### config.mk
export PLATFORM = sky130hd
export DESIGN_NAME = sorted_priority_queue
export DESIGN_NICKNAME = d
export VERILOG_FILES = /design/src/rtl/spq_pkg.sv /design/src/rtl/spq_cell.sv /design/src/rtl/sorted_priority_queue.sv
export SDC_FILE = /design/constraint.sdc
export NUM_CORES = 1
export LEC_CHECK = 0
export BUFFER_PORTS_ARGS = -buffer_cell sky130_fd_sc_hd__buf_2
export CAP_MARGIN = 0
export CELL_PAD_IN_SITES_DETAIL_PLACEMENT = 1
export CELL_PAD_IN_SITES_GLOBAL_PLACEMENT = 2
export CORE_MARGIN = 5
export CORE_UTILIZATION = 45
export CTS_CLUSTER_SIZE = 10
export DETAILED_ROUTE_END_ITERATION = 12
export GPL_TIMING_DRIVEN = 0
export PLACE_DENSITY = 0.76
export RECOVER_POWER = 100
export SETUP_SLACK_MARGIN = 0.05
export SYNTH_ARGS = -nofsm -noshare
export SYNTH_HDL_FRONTEND = slang
export SYNTH_HIERARCHICAL = 1
export SYNTH_SLANG_ARGS = --single-unit
### constraint.sdc
create_clock -name clock -period 4.8 [get_ports clock]
set_input_delay 0.24 -clock clock [delete_from_list [all_inputs] [get_ports clock]]
set_output_delay 0.24 -clock clock [all_outputs]
set_load 0.02 [all_outputs]
### src/rtl/spq_pkg.sv
// Shared definitions for the sorted priority queue.
// Holds operation codes, result status codes, the cell control struct and
// default sizes. Depends on nothing else.
package spq_pkg;

   localparam int DEF_QUEUE_DEPTH = 16;
   localparam int DEF_KEY_BITS    = 16;
   localparam int DEF_TAG_BITS    = 16;

   localparam int OCC_BITS   = 5;

   typedef enum logic {
      FUNC_INSERT = 1'b0,
      FUNC_POP    = 1'b1
   } spq_func_type;

   typedef enum logic [1:0] {
      STATUS_OK    = 2'd0,
      STATUS_FULL  = 2'd1,
      STATUS_EMPTY = 2'd2
   } spq_status_type;

   // Broadcast to every cell in the cycle a beat is accepted.
   typedef struct packed {
      logic insert;
      logic pop;
   } spq_ctl_type;

endpackage

### src/rtl/spq_cell.sv
// One slot of the sorted queue: holds a key and a tag and shifts with its
// neighbors on insert (toward the tail) or pop (toward the head).
// Depends on spq_pkg.
module spq_cell #(
   parameter int KEY_BITS = spq_pkg::DEF_KEY_BITS,
   parameter int TAG_BITS = spq_pkg::DEF_TAG_BITS
) (
   input  logic                       clock,
   input  spq_pkg::spq_ctl_type       ctl,
   input  logic                       occupied,
   input  logic signed [KEY_BITS-1:0] new_key,
   input  logic        [TAG_BITS-1:0] new_tag,
   input  logic                       prev_after,
   input  logic signed [KEY_BITS-1:0] prev_key,
   input  logic        [TAG_BITS-1:0] prev_tag,
   input  logic signed [KEY_BITS-1:0] next_key,
   input  logic        [TAG_BITS-1:0] next_tag,
   output logic                       after,
   output logic signed [KEY_BITS-1:0] key,
   output logic        [TAG_BITS-1:0] tag
);

   logic signed [KEY_BITS-1:0] key_ff, key_in;
   logic        [TAG_BITS-1:0] tag_ff, tag_in;

   // The new entry lands behind this slot only if this slot holds a
   // strictly larger priority; equal priorities are overtaken.
   assign after = occupied && (new_key < key_ff);

   always_comb begin
      key_in = key_ff;
      tag_in = tag_ff;
      if (ctl.insert && !after) begin
         key_in = prev_after ? new_key : prev_key;
         tag_in = prev_after ? new_tag : prev_tag;
      end else if (ctl.pop) begin
         key_in = next_key;
         tag_in = next_tag;
      end
   end

   always_ff @(posedge clock) begin
      key_ff <= key_in;
      tag_ff <= tag_in;
   end

   assign key = key_ff;
   assign tag = tag_ff;

endmodule

### src/rtl/sorted_priority_queue.sv
// Top level of the sorted priority queue: a chain of spq_cell slots plus
// the entry count and the registered result stage.
// Depends on spq_pkg and spq_cell.
//
// Usage: every request beat carries func (insert or pop), a signed
// priority and a payload tag. Each request produces exactly one response
// beat with a status, the popped payload and priority (zero unless a pop
// succeeded) and the occupancy after the operation.
// Slot 0 always holds the highest priority; among equal priorities the
// most recently inserted entry is served first. An insert into a full
// queue is dropped with status FULL; a pop of an empty queue returns
// status EMPTY. Neither changes the contents.
// The response beat is registered and appears in the cycle after its request is accepted.
// Throughput is one request per cycle while req_stall is low: all slots compare against the new
// key in parallel and shift with their neighbor in the same cycle.
// The response register is the only buffer; while the receiver stalls a
// pending response, req_stall is raised and the response holds steady.
// Reset empties the queue and clears the response valid.
module sorted_priority_queue #(
   parameter int QUEUE_DEPTH = spq_pkg::DEF_QUEUE_DEPTH,
   parameter int KEY_BITS    = spq_pkg::DEF_KEY_BITS,
   parameter int TAG_BITS    = spq_pkg::DEF_TAG_BITS
) (
   input  logic        clock,
   input  logic        reset,
   input  logic        req_valid,
   output logic        req_stall,
   input  logic        req_func,
   input  logic [15:0] req_priority_req,
   input  logic [15:0] req_payload,
   output logic        rsp_valid,
   input  logic        rsp_stall,
   output logic [1:0]  rsp_status,
   output logic [15:0] rsp_out_payload,
   output logic [15:0] rsp_out_priority,
   output logic [4:0]  rsp_occupancy
);

   localparam int CW = $clog2(QUEUE_DEPTH + 1);

   logic                       accept;
   logic                       is_pop;
   logic                       full;
   logic                       empty;
   logic [31:0]                pri_wide;
   logic [31:0]                tag_wide;
   logic signed [KEY_BITS-1:0] new_key;
   logic        [TAG_BITS-1:0] new_tag;
   spq_pkg::spq_ctl_type       ctl;

   logic [CW-1:0] count_ff, count_in;

   logic                       after_w [QUEUE_DEPTH];
   logic signed [KEY_BITS-1:0] key_w   [QUEUE_DEPTH];
   logic        [TAG_BITS-1:0] tag_w   [QUEUE_DEPTH];

   logic                         rsp_valid_ff, rsp_valid_in;
   spq_pkg::spq_status_type      status_ff, status_in;
   logic [15:0]                  opay_ff, opay_in;
   logic [15:0]                  oprio_ff, oprio_in;
   logic [spq_pkg::OCC_BITS-1:0] occ_ff, occ_in;

   assign req_stall = rsp_valid_ff && rsp_stall;
   assign accept    = req_valid && !req_stall;
   assign is_pop    = (spq_pkg::spq_func_type'(req_func) == spq_pkg::FUNC_POP);
   assign full      = (count_ff == CW'(QUEUE_DEPTH));
   assign empty     = (count_ff == '0);

   // Bits above KEY_BITS / TAG_BITS are ignored; the key is signed in its
   // own width.
   assign pri_wide = 32'(req_priority_req);
   assign tag_wide = 32'(req_payload);
   assign new_key  = signed'(pri_wide[KEY_BITS-1:0]);
   assign new_tag  = tag_wide[TAG_BITS-1:0];

   assign ctl = '{insert: accept && !is_pop && !full,
                  pop:    accept && is_pop && !empty};

   for (genvar i = 0; i < QUEUE_DEPTH; i++) begin : g_cell
      logic                       occ;
      logic                       p_after;
      logic signed [KEY_BITS-1:0] p_key;
      logic        [TAG_BITS-1:0] p_tag;
      logic signed [KEY_BITS-1:0] n_key;
      logic        [TAG_BITS-1:0] n_tag;

      assign occ = (count_ff > CW'(i));

      if (i == 0) begin : g_head
         // The head takes the new entry directly unless it stays put.
         assign p_after = 1'b0;
         assign p_key   = new_key;
         assign p_tag   = new_tag;
      end else begin : g_body
         assign p_after = after_w[i-1];
         assign p_key   = key_w[i-1];
         assign p_tag   = tag_w[i-1];
      end

      if (i == QUEUE_DEPTH - 1) begin : g_tail
         assign n_key = key_w[i];
         assign n_tag = tag_w[i];
      end else begin : g_inner
         assign n_key = key_w[i+1];
         assign n_tag = tag_w[i+1];
      end

      spq_cell #(
         .KEY_BITS (KEY_BITS),
         .TAG_BITS (TAG_BITS)
      ) u_cell (
         .clock      (clock),
         .ctl        (ctl),
         .occupied   (occ),
         .new_key    (new_key),
         .new_tag    (new_tag),
         .prev_after (p_after),
         .prev_key   (p_key),
         .prev_tag   (p_tag),
         .next_key   (n_key),
         .next_tag   (n_tag),
         .after      (after_w[i]),
         .key        (key_w[i]),
         .tag        (tag_w[i])
      );
   end

   always_comb begin
      count_in = count_ff;
      if (ctl.insert) begin
         count_in = count_ff + CW'(1);
      end else if (ctl.pop) begin
         count_in = count_ff - CW'(1);
      end
   end

   always_comb begin
      logic [31:0] key_ext;
      logic [31:0] tag_ext;
      logic [31:0] cnt_ext;
      key_ext   = 32'(key_w[0]);
      tag_ext   = 32'(tag_w[0]);
      cnt_ext   = 32'(count_in);
      status_in = spq_pkg::STATUS_OK;
      opay_in   = '0;
      oprio_in  = '0;
      if (is_pop) begin
         if (empty) begin
            status_in = spq_pkg::STATUS_EMPTY;
         end else begin
            opay_in  = tag_ext[15:0];
            oprio_in = key_ext[15:0];
         end
      end else if (full) begin
         status_in = spq_pkg::STATUS_FULL;
      end
      occ_in = cnt_ext[spq_pkg::OCC_BITS-1:0];
   end

   always_comb begin
      rsp_valid_in = rsp_valid_ff;
      if (accept) begin
         rsp_valid_in = 1'b1;
      end else if (!rsp_stall) begin
         rsp_valid_in = 1'b0;
      end
   end

   always_ff @(posedge clock) begin
      if (reset) begin
         count_ff     <= '0;
         rsp_valid_ff <= 1'b0;
      end else begin
         count_ff     <= count_in;
         rsp_valid_ff <= rsp_valid_in;
      end
   end

   always_ff @(posedge clock) begin
      if (accept) begin
         status_ff <= status_in;
         opay_ff   <= opay_in;
         oprio_ff  <= oprio_in;
         occ_ff    <= occ_in;
      end
   end

   assign rsp_valid        = rsp_valid_ff;
   assign rsp_status       = status_ff;
   assign rsp_out_payload  = opay_ff;
   assign rsp_out_priority = oprio_ff;
   assign rsp_occupancy    = occ_ff;

endmodule

# Word-level counts from Yosys, hierarchy flattened
# Index checks and enable logic that the tools add are counted.
[word_totals]
reg_bits = 557
output_inout_bits = 41
[classes]
addsub = 2
magnitude_cmp = 32
n_eq_ne = 2
muxes = 97
bitwise_logic = 1
n_reduce_logical = 75
[ops]
columns = ["op", "count"]
rows = [
  ["$mux 16", 90],
  ["$lt 16x16->1", 16],
  ["$gt 5x4->1 const B", 8],
  ["$logic_and 1x1->1", 38],
  ["$reduce_bool 2->1", 15],
  ["$gt 5x3->1 const B", 4],
  ["$logic_not 1->1", 20],
  ["$gt 5x1->1 const B", 2],
  ["$gt 5x2->1 const B", 2],
  ["$mux 5", 2],
  ["$add 5x1->5 const B", 1],
  ["$eq 5x5->1 const B", 1],
  ["$logic_not 5->1", 1],
  ["$sub 5x1->5 const B", 1],
  ["$mux 2", 2],
  ["$mux 1", 3],
  ["$ne 2x1->1 const B", 1],
  ["$reduce_or 2->1", 1],
  ["$not 1->1", 1],
]

# Longest topological paths before layout
# Gate-level depths: netlist of run 1.
[logic_depth]
word_depth = 7
depth_mapped = 12
mapped_depth_nobuf = 10

# By module
# Netlist of run 1, hierarchy kept.
[by_module_without_submodules]
columns = ["mod", "n_inst", "cells_per_inst", "area_per_inst_um2"]
rows = [
  ["spq_cell (g_cell[0].u_cell ...)", 12, 163, 2169.6],
  ["spq_cell (g_cell[7].u_cell ...)", 3, 161, 2164.6],
  ["spq_cell (g_cell[6].u_cell)", 1, 160, 2296.0],
  ["sorted_priority_queue", 1, 179, 2088.3],
]

# Worst setup path after synthesis of run 1
# OpenSTA, ideal clock, no wires.
[synth_path]
path_kind = "reg2reg"
startpoint = "register count_ff[0]"
endpoint = "register g_cell[6].u_cell.key_ff[0] (enable)"
t_arrival_ns = 3.814
slack_ns = 0.612
path_stages_with_launch = 10
path_buffers = 2
period_less_slack_ns = 4.188
cell_sequence = "dfxtp_1 > clkbuf_1 > inv_1 > ha_1 > and4bb_1 > nor3_1 > o21ai_0 > mux2i_2 > buf_6 > or2_2"
[synth_lines]
columns = ["element", "line_no", "rtl"]
rows = [
  ["start, declared", "sorted_priority_queue.sv:51", "logic [CW-1:0] count_ff, count_in;"],
  ["start signal, assigned", "sorted_priority_queue.sv:174", "count_ff <= count_in;"],
  ["end signal, assigned", "spq_cell.sv:43", "key_ff <= key_in;"],
  ["end, declared", "spq_cell.sv:23", "logic signed [KEY_BITS-1:0] key_ff, key_in;"],
]

==> results of run 1 <==
worst paths after layout:
check / startpoint / endpoint / slack (ps) / depth (start not counted)
setup / recovery: count_ff[0]$_SDFF_PP0_ / g_cell[1].u_cell/key[6]$_DFFE_PP_ / 360 / 12
hold / removal: req_func / count_ff[1]$_SDFF_PP0_ / 170 / 4
setup reg to reg: count_ff[0]$_SDFF_PP0_ / g_cell[1].u_cell/key[6]$_DFFE_PP_ / 360 / 12
hold reg to reg: g_cell[5].u_cell/tag[14]$_DFFE_PP_ / g_cell[4].u_cell/tag[14]$_DFFE_PP_ / 570 / 1
per-layer routing:
layer | vias to the layer above | GRT usage
met2 | 241 | 0.361
met3 | 102 | 0.0256
li1 | 10684 | -
met5 | - | 0
met1 | 10725 | 0.252
met4 | 0 | 0.0396
critical path: stages, from the launching register on:
cell                       delay, ps
sky130_fd_sc_hd__dfxtp_1         370
sky130_fd_sc_hd__clkbuf_1        430
sky130_fd_sc_hd__inv_1           210
sky130_fd_sc_hd__ha_1            330
sky130_fd_sc_hd__or4b_1          210
sky130_fd_sc_hd__buf_2           340
sky130_fd_sc_hd__clkbuf_1        480
sky130_fd_sc_hd__inv_1           130
sky130_fd_sc_hd__nor2_1          120
sky130_fd_sc_hd__clkbuf_1        320
sky130_fd_sc_hd__clkbuf_1        530
sky130_fd_sc_hd__mux2_2          410
sky130_fd_sc_hd__mux2_2          270
flip-flops by register name, summed over array words and instances (netlist names):
name               flops
g_cell.u_cell/tag    256
g_cell.u_cell/key    256
rsp_valid              1
rsp_status             2
rsp_out_priority      16
rsp_occupancy          5
rsp_out_payload       16
count_ff               5
power by group through the flow:
stage,clock (mW),combinational [mW],sequential [mW]
after floorplan,0,4.43,7.39
after global placement,0,5.55,7.65
after detailed placement,0,5.83,7.71
after CTS,5.06,5.86,7.61
after global routing,5.27,6.19,7.72
final,4.88,5.61,7.60
layout make-up:
| cell class | instances | area [um2] |
|---|---|---|
| multi-input cells | 1819 | 18100 |
| inverters | 273 | 1020 |
| flip-flops and latches | 557 | 16700 |
| clock buffers | 94 | 1880 |
| plain buffers | 127 | 719 |
| clock inverters | 23 | 209 |
| well taps | 1070 | 1340 |
| repair buffers | 83 | 395 |
| fillers | 8368 | 41400 |
through the flow:
step	instance area, um2	setup WS (ps)	utilization
final	40400	356	0.494
after floorplan	36900	612	-
after global placement	38600	-1760	0.473
after detailed placement	38700	125	0.473
after CTS	40800	333	0.499
after global routing	40400	102	0.494
placed cells by master, fill, tap and decap left out, types with 35 or more instances in the layout:
| cell type | n |
|---|---|
| sky130_fd_sc_hd__buf_2 | 36 |
| sky130_fd_sc_hd__clkbuf_16 | 71 |
| sky130_fd_sc_hd__edfxtp_1 | 551 |
| sky130_fd_sc_hd__nor2_1 | 44 |
| sky130_fd_sc_hd__a21oi_1 | 77 |
| sky130_fd_sc_hd__clkbuf_1 | 156 |
| sky130_fd_sc_hd__mux2_2 | 973 |
| sky130_fd_sc_hd__nand2_1 | 80 |
| sky130_fd_sc_hd__o21ai_0 | 75 |
| sky130_fd_sc_hd__mux2_1 | 61 |
| sky130_fd_sc_hd__and3_1 | 35 |
| sky130_fd_sc_hd__inv_1 | 272 |
| sky130_fd_sc_hd__ha_1 | 246 |
==> implementation parameters, run 1 <==
Parameter                              Value

Run status
  Outcome    complete, but fails checks
  Violated checks    max-capacitance violations, max-slew violations

Timing
  Measured slew at the worst slew-check pin    approximately 1900 ps
  Final Hold Violating Endpoints    0
  Achievable Freq    0.225 GHz
  Hold Worst Slack    172 ps
  Final number of setup-violating endpoints    0
  Total Neg Setup Slack    0 ps
  Total count of max-transition violations in the final report    33
  Fin crit share    0.926
  Maximum clock skew at final layout    32.0 ps
  Worst-case headroom to the max-slew limit    -0.264
  RSZ-0062 raised after global routing    no
  Time the worst path needs with I/O delays and setup    4440 ps

Routing
  Vias post-DR    21752
  Routed wire length    87400 um
  Total iterations of the first detailed-routing run    5
  Metal1 wirelength    39500 um
  Top layer reached by signal wires    met4
  Met2 routed WL    44200 um
  Vias per cell    5.38
  DR WL met3    approximately 2300 um
  Routed Antenna Nets    0
  WL/cell    21.6 um
  DR iter-0 viols    846
  Final routed DRC violation total    0

Power and ir drop
  Clock network power share    0.270
  Power density of the placed cells    448 mW/mm2
  Peak supply drop    0.323 mV
  Switching Power    5.56 mW
  Total internal power    12.5 mW
  Share of total power consumed by net switching    0.308
  Total Power    between 15 and 20 mW
  Share of power burned in combinational logic    0.310
  Part of the power in registers    0.420
  Leakage component of the power    15.2 nW

GRT
  Remaining Overflow, GRT    0
  Global-route wire length before repair    139000 um
  Via count of the first global-routing pass    24406
  Largest net degree at the start of global routing    34
  Number of antenna violations at the first check in global routing    0
  Overall global routing resource usage    0.197

Critical path
  Critical path class    reg2reg
  Worst endpoint data arrival time    4780 ps
  Type of destination of the critical path    flop
  Worst Setup Start Kind    flop
  Required @ worst endpoint    5140 ps
  Largest fanout on the critical path    10

Min path
  Hold WC Path Type    in2reg

Placement
  Number of port buffers    between 70 and 80
  Post-DP HPWL    69600 um
  Final estimated routing congestion in global placement    between 0.7 and 0.8
  Instance count after placement with tap cells included    3925

Synth
  Average instance area after synthesis    13.3 um2
  Netlist Area Pre-Place    0.0369 mm2
  Net count of the mapped netlist    3059
  Syn. warnings    6
  Gate count of the mapped netlist    between 2000 and 3000

Clock network
  Longest Clk Path Bufs    3
  Clock Sink Count    ~560
  Clock insertion delay at the later pin of the skew report    620 ps
  Number of post-CTS setup repair buffers    0
  Number of buffers inserted during clock tree synthesis    71
  CTS resizes    0
  Root Driver    sky130_fd_sc_hd__clkbuf_16
  Clock Pin Slew Worst Setup and Hold Paths    about 60 ps
  # hold bufs at CTS    4
  H-tree levels    3
  Clock tree from TritonCTS    yes

Cells and area
  Antenna cells    0
  Final net count    3215
  Count of non-filler cells in the finished layout    4046
  Share of layout cells above drive strength 1    0.395
  Area Growth Syn to Fin    9.38%

Die
  Ports placed on the boundary    between 70 and 80
  Initial standard-cell utilization of the core    0.452
  Vertical die dimension    296 um
  Overall die area    roughly 0.088 mm2
  Die Span X    296 um
  Standard-cell row count    roughly 110
  Placeable core region    approximately 0.08 mm2

Run
  MaxCap Viol Count    1
(Power assumes the default switching activity.)
==> inputs of run 2 (changes only) <==
--- a/config.mk
+++ b/config.mk
@@ -10,11 +10,11 @@
 export CELL_PAD_IN_SITES_DETAIL_PLACEMENT = 1
 export CELL_PAD_IN_SITES_GLOBAL_PLACEMENT = 2
 export CORE_MARGIN = 5
-export CORE_UTILIZATION = 45
+export CORE_UTILIZATION = 35
 export CTS_CLUSTER_SIZE = 10
 export DETAILED_ROUTE_END_ITERATION = 12
 export GPL_TIMING_DRIVEN = 0
-export PLACE_DENSITY = 0.76
+export PLACE_DENSITY = 0.61
 export RECOVER_POWER = 100
 export SETUP_SLACK_MARGIN = 0.05
 export SYNTH_ARGS = -nofsm -noshare
==> run 2 against run 1 <==
Compared with the run above: the flow now finishes without violations; critical path depth decreased by 2; global-route usage decreased by 2.9 points; hold slack improved by 1.1 ps; die area increased by 28%; routed wire length increased by 8.3%; register-to-register slack got worse by 30 ps; flip-flop and latch count unchanged; final cell count increased by 7.8%; largest power group unchanged.
==> implementation parameters, run 2 (synthesized netlist as in run 1, its figures left out) <==
Parameter                              Value

Placement
  Worst slack at placement    141 ps
  Final estimated routing congestion in global placement    0.808
  Number of port buffers    76
  Post-DP HPWL    75500 um
  Total cell area at the placement stage    about 0.04 mm2

Power and ir drop
  Peak supply drop    0.219 mV
  Power density of the placed cells    447 mW/mm2
  Leakage component of the power    15.2 nW
  Total Power    18.2 mW

Clock network
  Root Driver    sky130_fd_sc_hd__clkbuf_16
  Clock insertion delay at the later pin of the skew report    620 ps
  Number of buffers inserted during clock tree synthesis    72
  Clock tree from TritonCTS    yes
  Longest Clk Path Bufs    3
  H-tree levels    3
  Clock Pin Slew Worst Setup and Hold Paths    60 ps
  Clock Sink Count    557
  # hold bufs at CTS    2
  Number of post-CTS setup repair buffers    0
  CTS resizes    0

Critical path
  Required @ worst endpoint    5160 ps
  Largest fanout on the critical path    10
  Dominant delay contributor by cell family on the critical path    buffers and inverters
  Worst R2R Setup Slack    320 ps
  Series of cell instances along the critical path    clkbuf_1 -> inv_1 -> ha_1 -> o31ai_1 -> inv_1 -> nor2_1 -> clkbuf_1 -> clkbuf_1 -> mux2_2 -> mux2_2
  Critical Path Slowest Stage Cell    sky130_fd_sc_hd__o31ai_1
  Type of destination of the critical path    flop
  Critical path class    reg2reg
  Biggest cell delay along the critical path    1050 ps
  Timing startpoint of the critical path    count_ff[1]$_SDFF_PP0_
  Buffers plus inverters on the worst setup path    5
  Worst Setup Start Kind    flop
  Launching point of the worst reg2reg path    count_ff[1]$_SDFF_PP0_
  Reg2reg end    g_cell[14].u_cell/key[12]$_DFFE_PP_
  Register-to-Register Path Depth    10
  Most used cell, CP    sky130_fd_sc_hd__clkbuf_1
  Worst endpoint data arrival time    between 4000 and 5000 ps

GRT
  Largest net degree at the start of global routing    34
  Via count of the first global-routing pass    25079
  Overall global routing resource usage    0.168
  Global-route wire length before repair    149000 um
  Remaining Overflow, GRT    0
  Number of antenna violations at the first check in global routing    1

Min path
  Source of the worst hold timing path    req_func
  Hold WC Path Type    in2reg
  Cell count of the worst hold path    4
  End of the worst hold path    count_ff[1]$_SDFF_PP0_

Die
  Standard-cell row count    119
  Ports placed on the boundary    78
  Die Span X    335 um
  Initial standard-cell utilization of the core    0.352
  Placeable core region    0.105 mm2
  Vertical die dimension    335 um
  Overall die area    0.112 mm2

Timing
  Worst-case headroom to the max-slew limit    0.0420
  Time the worst path needs with I/O delays and setup    4480 ps
  Measured slew at the worst slew-check pin    1440 ps
  Final Hold Violating Endpoints    0
  Final number of setup-violating endpoints    0
  RSZ-0062 raised after global routing    no
  Achievable Freq    around 0.22 GHz
  Maximum clock skew at final layout    19.0 ps
  Hold Worst Slack    173 ps
  Total count of max-transition violations in the final report    0
  Total Neg Setup Slack    0 ps
  Min setup slack post-route    324 ps
  Fin crit share    0.933

Routing
  Routed Antenna Nets    0
  DR iter-0 viols    800
  Final routed DRC violation total    0
  WL/cell    21.7 um
  Vias post-DR    21819
  Vias per cell    5.00
  Total iterations of the first detailed-routing run    5
  Routed wire length    94600 um

Cells and area
  Area Growth Syn to Fin    10.1%
  Final net count    3215
  Layout Cell Area excl Fill    0.0406 mm2
  Share of layout cells above drive strength 1    0.399
  Leading cell types in the layout, fill and taps excluded    983 x sky130_fd_sc_hd__mux2_2, 551 x sky130_fd_sc_hd__edfxtp_1, 272 x sky130_fd_sc_hd__inv_1
  Commonest non-fill, non-tap cell in the layout    sky130_fd_sc_hd__mux2_2

Run status
  Outcome    complete, no violations

Run
  MaxCap Viol Count    0
## run 2: tightest hold or removal path, stage by stage
cell and delay, ps:
sky130_fd_sc_hd__buf_2 140, sky130_fd_sc_hd__nand2_1 80, sky130_fd_sc_hd__or3_1 130, sky130_fd_sc_hd__a41oi_1 120
## run 2: stage by stage
step           utilization  instances
2_1_floorplan            -       2776
3_3_place_gp         0.372       4243
3_5_place_dp         0.372       4246
4_1_cts              0.392       4358
5_1_grt              0.387       4359
6_report             0.387       4360
## run 2: power by group
part | leakage [nW] | switching [mW] | total, mW | internal, mW
registers | 5.25 | 0.695 | 7.63 | 6.94
logic | 8.95 | 2.80 | 5.60 | 2.80
clock network | 1.02 | 2.05 | 4.94 | 2.89
## run 2: layer usage
| metal | vias to the layer above | global-route usage | part of all wire |
|---|---|---|---|
| met5 | - | 0 | 0 |
| met3 | 130 | 0.0233 | 0.026 |
| li1 | 10675 | - | - |
| met1 | 10759 | 0.218 | 0.46 |
| met4 | 0 | 0.0441 | 0.024 |
| met2 | 255 | 0.296 | 0.49 |
## run 2: layout make-up
class | count | area [um2]
clock inverters | 21 | 168
inverters | 273 | 1020
diodes | 1 | 2.50
well taps | 1391 | 1740
repair buffers | 82 | 379
multi-input cells | 1819 | 18000
plain buffers | 127 | 699
fillers | 11035 | 64300
flip-flops and latches | 557 | 16700
clock buffers | 89 | 1910
## run 2: worst max-delay path by stage
stage | slack (ps) | to | cells past startpoint
2_1_floorplan | 610 | g_cell[6].u_cell/key[0]$_DFFE_PP_ | 9
3_3_place_gp | -1780 | g_cell[15].u_cell/tag[7]$_DFFE_PP_ | 9
3_5_place_dp | 140 | g_cell[7].u_cell/key[11]$_DFFE_PP_ | 12
4_1_cts | 370 | g_cell[14].u_cell/key[12]$_DFFE_PP_ | 10
5_1_grt | 120 | g_cell[7].u_cell/tag[7]$_DFFE_PP_ | 11
6_report | 320 | g_cell[14].u_cell/key[12]$_DFFE_PP_ | 10
==> inputs of run 3 (changes only) <==
--- a/config.mk
+++ b/config.mk
@@ -5,6 +5,7 @@
 export SDC_FILE = /design/constraint.sdc
 export NUM_CORES = 1
 export LEC_CHECK = 0
+export ABC_AREA = 1
 export BUFFER_PORTS_ARGS = -buffer_cell sky130_fd_sc_hd__buf_2
 export CAP_MARGIN = 0
 export CELL_PAD_IN_SITES_DETAIL_PLACEMENT = 1
@@ -14,8 +15,9 @@
 export CTS_CLUSTER_SIZE = 10
 export DETAILED_ROUTE_END_ITERATION = 12
 export GPL_TIMING_DRIVEN = 0
-export PLACE_DENSITY = 0.61
+export PLACE_DENSITY = 0.68
 export RECOVER_POWER = 100
+export REMOVE_ABC_BUFFERS = 1
 export SETUP_SLACK_MARGIN = 0.05
 export SYNTH_ARGS = -nofsm -noshare
 export SYNTH_HDL_FRONTEND = slang
==> run 3 against run 2 <==
Compared with the run above: the run now ends with max-capacitance violations, max-slew violations left; total power decreased by 2.5%; global-route usage increased by 3.5 points; synthesized cell count increased by 51%; final cell count increased by 31%; sequential share of layout area decreased by 1.5 points; via count increased by 33%; register-to-register slack got worse by 130 ps; fmax decreased by 2.8%.
==> implementation parameters, run 3 <==
Parameter                              Value

Run status
  Outcome    complete, but fails checks
  Violated checks    max-capacitance violations, max-slew violations

Placement
  Instance count after placement with tap cells included    5561
  Post-DP HPWL    around 81000 um
  Number of port buffers    77
  Final estimated routing congestion in global placement    0.742
  Total cell area at the placement stage    0.0401 mm2

Power and ir drop
  Share of total power consumed by net switching    0.345
  Leakage component of the power    about 19 nW
  Share of power burned in combinational logic    0.298
  Peak supply drop    0.239 mV
  Total Power    17.7 mW
  Switching Power    6.11 mW
  Part of the power in registers    0.403
  Total internal power    11.6 mW
  Power density of the placed cells    420 mW/mm2
  Clock network power share    0.300

Routing
  Top layer reached by signal wires    met4
  Vias post-DR    28920
  Vias per cell    just over 5
  DR WL met3    3660 um
  Met2 routed WL    56400 um
  Final routed DRC violation total    0
  WL/cell    about 21 um
  DR iter-0 viols    1718
  Routed Antenna Nets    0
  Metal1 wirelength    57900 um
  Total iterations of the first detailed-routing run    7
  Routed wire length    120000 um

Critical path
  Dominant delay contributor by cell family on the critical path    buffers and inverters
  Worst R2R Setup Slack    between 150 and 200 ps
  Worst Setup Start Kind    flop
  Required @ worst endpoint    5190 ps
  Biggest cell delay along the critical path    1320 ps
  Critical path class    reg2reg
  Most used cell, CP    sky130_fd_sc_hd__inv_1
  Type of destination of the critical path    flop
  Register-to-Register Path Depth    7
  Critical Path Slowest Stage Cell    sky130_fd_sc_hd__inv_1
  Series of cell instances along the critical path    inv_1 -> o21ai_0 -> nand3_4 -> inv_1 -> mux2_1 -> nand3_1 -> nand2_1
  Worst endpoint data arrival time    roughly 5000 ps
  Largest fanout on the critical path    34
  Launching point of the worst reg2reg path    count_ff[2]$_SDFF_PP0_
  Buffers plus inverters on the worst setup path    2
  Reg2reg end    g_cell[5].u_cell/tag[15]$_DFFE_PP_

Clock network
  Clock Sink Count    557
  Longest Clk Path Bufs    3
  Clock tree from TritonCTS    yes
  Number of post-CTS setup repair buffers    0
  Clock insertion delay at the later pin of the skew report    between 600 and 700 ps
  Number of buffers inserted during clock tree synthesis    75
  H-tree levels    3
  Root Driver    sky130_fd_sc_hd__clkbuf_16
  Clock Pin Slew Worst Setup and Hold Paths    60 ps

Cells and area
  Share of layout cells above drive strength 1    0.206
  Commonest non-fill, non-tap cell in the layout    sky130_fd_sc_hd__nand2_1
  Area Growth Syn to Fin    8.88%
  Leading cell types in the layout, fill and taps excluded    1164 x sky130_fd_sc_hd__nand2_1, 551 x sky130_fd_sc_hd__edfxtp_1, 539 x sky130_fd_sc_hd__nand3_1
  Final net count    approximately 4400
  Antenna cells    0
  Layout Cell Area excl Fill    0.0422 mm2
  Number of filler instances in the final layout    12745
  Count of non-filler cells in the finished layout    between 5000 and 6000

Timing
  Maximum clock skew at final layout    28.5 ps
  Total count of max-transition violations in the final report    110
  Fin crit share    0.960
  Achievable Freq    between 0.2 and 0.25 GHz
  Measured slew at the worst slew-check pin    ~1700 ps
  Total Neg Setup Slack    0 ps
  Time the worst path needs with I/O delays and setup    ~4600 ps
  Final number of setup-violating endpoints    0
  Final Hold Violating Endpoints    0
  Worst-case headroom to the max-slew limit    -0.110
  RSZ-0062 raised after global routing    no

GRT
  Number of antenna violations at the first check in global routing    0
  Largest net degree at the start of global routing    126
  Remaining Overflow, GRT    0
  Global-route wire length before repair    188000 um
  Via count of the first global-routing pass    30733
  Overall global routing resource usage    0.203

Min path
  End of the worst hold path    g_cell[0].u_cell/key[0]$_DFFE_PP_
  Hold WC Path Type    in2reg
  Cell count of the worst hold path    5
  Source of the worst hold timing path    req_priority_req[0]

Synth
  Gate count of the mapped netlist    4199
  Average instance area after synthesis    9.23 um2
  Netlist Area Pre-Place    0.0387 mm2
  Syn. warnings    6

Die
  Overall die area    roughly 0.12 mm2
  Standard-cell row count    122
  Die Span X    between 300 and 400 um
  Placeable core region    roughly 0.11 mm2
  Ports placed on the boundary    78
  Initial standard-cell utilization of the core    0.351
  Vertical die dimension    343 um

Run
  MaxCap Viol Count    3
-- run 3: how the worst max path moves through the flow --
stage | cells past startpoint | slack [ps] | endpoint | from
final | 7 | 190 | g_cell[5].u_cell/tag[15]$_DFFE_PP_ | count_ff[2]$_SDFF_PP0_
after floorplan | 7 | -3000 | g_cell[0].u_cell/key[0]$_DFFE_PP_ | count_ff[0]$_SDFF_PP0_
after CTS | 8 | 170 | g_cell[13].u_cell/key[2]$_DFFE_PP_ | count_ff[3]$_SDFF_PP0_
after global placement | 7 | -9450 | g_cell[11].u_cell/key[0]$_DFFE_PP_ | count_ff[0]$_SDFF_PP0_
after detailed placement | 10 | -300 | g_cell[10].u_cell/tag[11]$_DFFE_PP_ | count_ff[2]$_SDFF_PP0_
after global routing | 10 | 30 | g_cell[0].u_cell/key[4]$_DFFE_PP_ | count_ff[0]$_SDFF_PP0_
-- run 3: cell type report --
| type | count | area [um2] | share of cell area |
|---|---|---|---|
| Inverter | 420 | 1580 | 0.0376 |
| Clock buffer | 105 | 2070 | 0.0492 |
| Sequential cell | 557 | 16700 | 0.395 |
| Clock inverter | 26 | 175 | 0.00415 |
| Timing Repair Buffer | 110 | 828 | 0.0196 |
| Multi-Input combinational cell | 2993 | 19000 | 0.450 |
| Tap cell | 1488 | 1860 | 0.0441 |
-- run 3: power groups by stage --
stage               combinational [mW]  clock (mW)  sequential, mW
floorplan                         3.71           0            7.02
detailed placement                5.39           0            7.24
global route                      5.92        5.68            7.23
CTS                               5.44        5.50            7.14
finish                            5.27        5.31            7.13
global placement                  5.27           0            7.27
-- run 3: worst reg2reg max path: stages, from the launching register on --
cell	delay, ps
sky130_fd_sc_hd__dfxtp_1	490
sky130_fd_sc_hd__inv_1	180
sky130_fd_sc_hd__o21ai_0	980
sky130_fd_sc_hd__nand3_4	700
sky130_fd_sc_hd__inv_1	1330
sky130_fd_sc_hd__mux2_1	500
sky130_fd_sc_hd__nand3_1	110
sky130_fd_sc_hd__nand2_1	70
-- run 3: what timing repair did --
item	4_1_cts	5_1_grt
hold buffers	5	0
gates resized for setup	3	0
endpoints found under the hold margin	8	0
setup endpoints to repair	64	0
-- run 3: layer usage --
metal	up-vias	track usage
li1	14090	-
met1	14287	0.282
met2	429	0.345
met3	114	0.0209
met4	0	0.0450
met5	-	0
-- run 3: through the flow --
step | worst slack, ps | util | hold WS, ps
5_1_grt | 34.4 | 0.382 | 385
3_5_place_dp | -299 | 0.364 | 523
4_1_cts | 173 | 0.384 | 347
2_1_floorplan | -3000 | - | 307
6_report | 193 | 0.382 | 379
3_3_place_gp | -9450 | 0.358 | 502
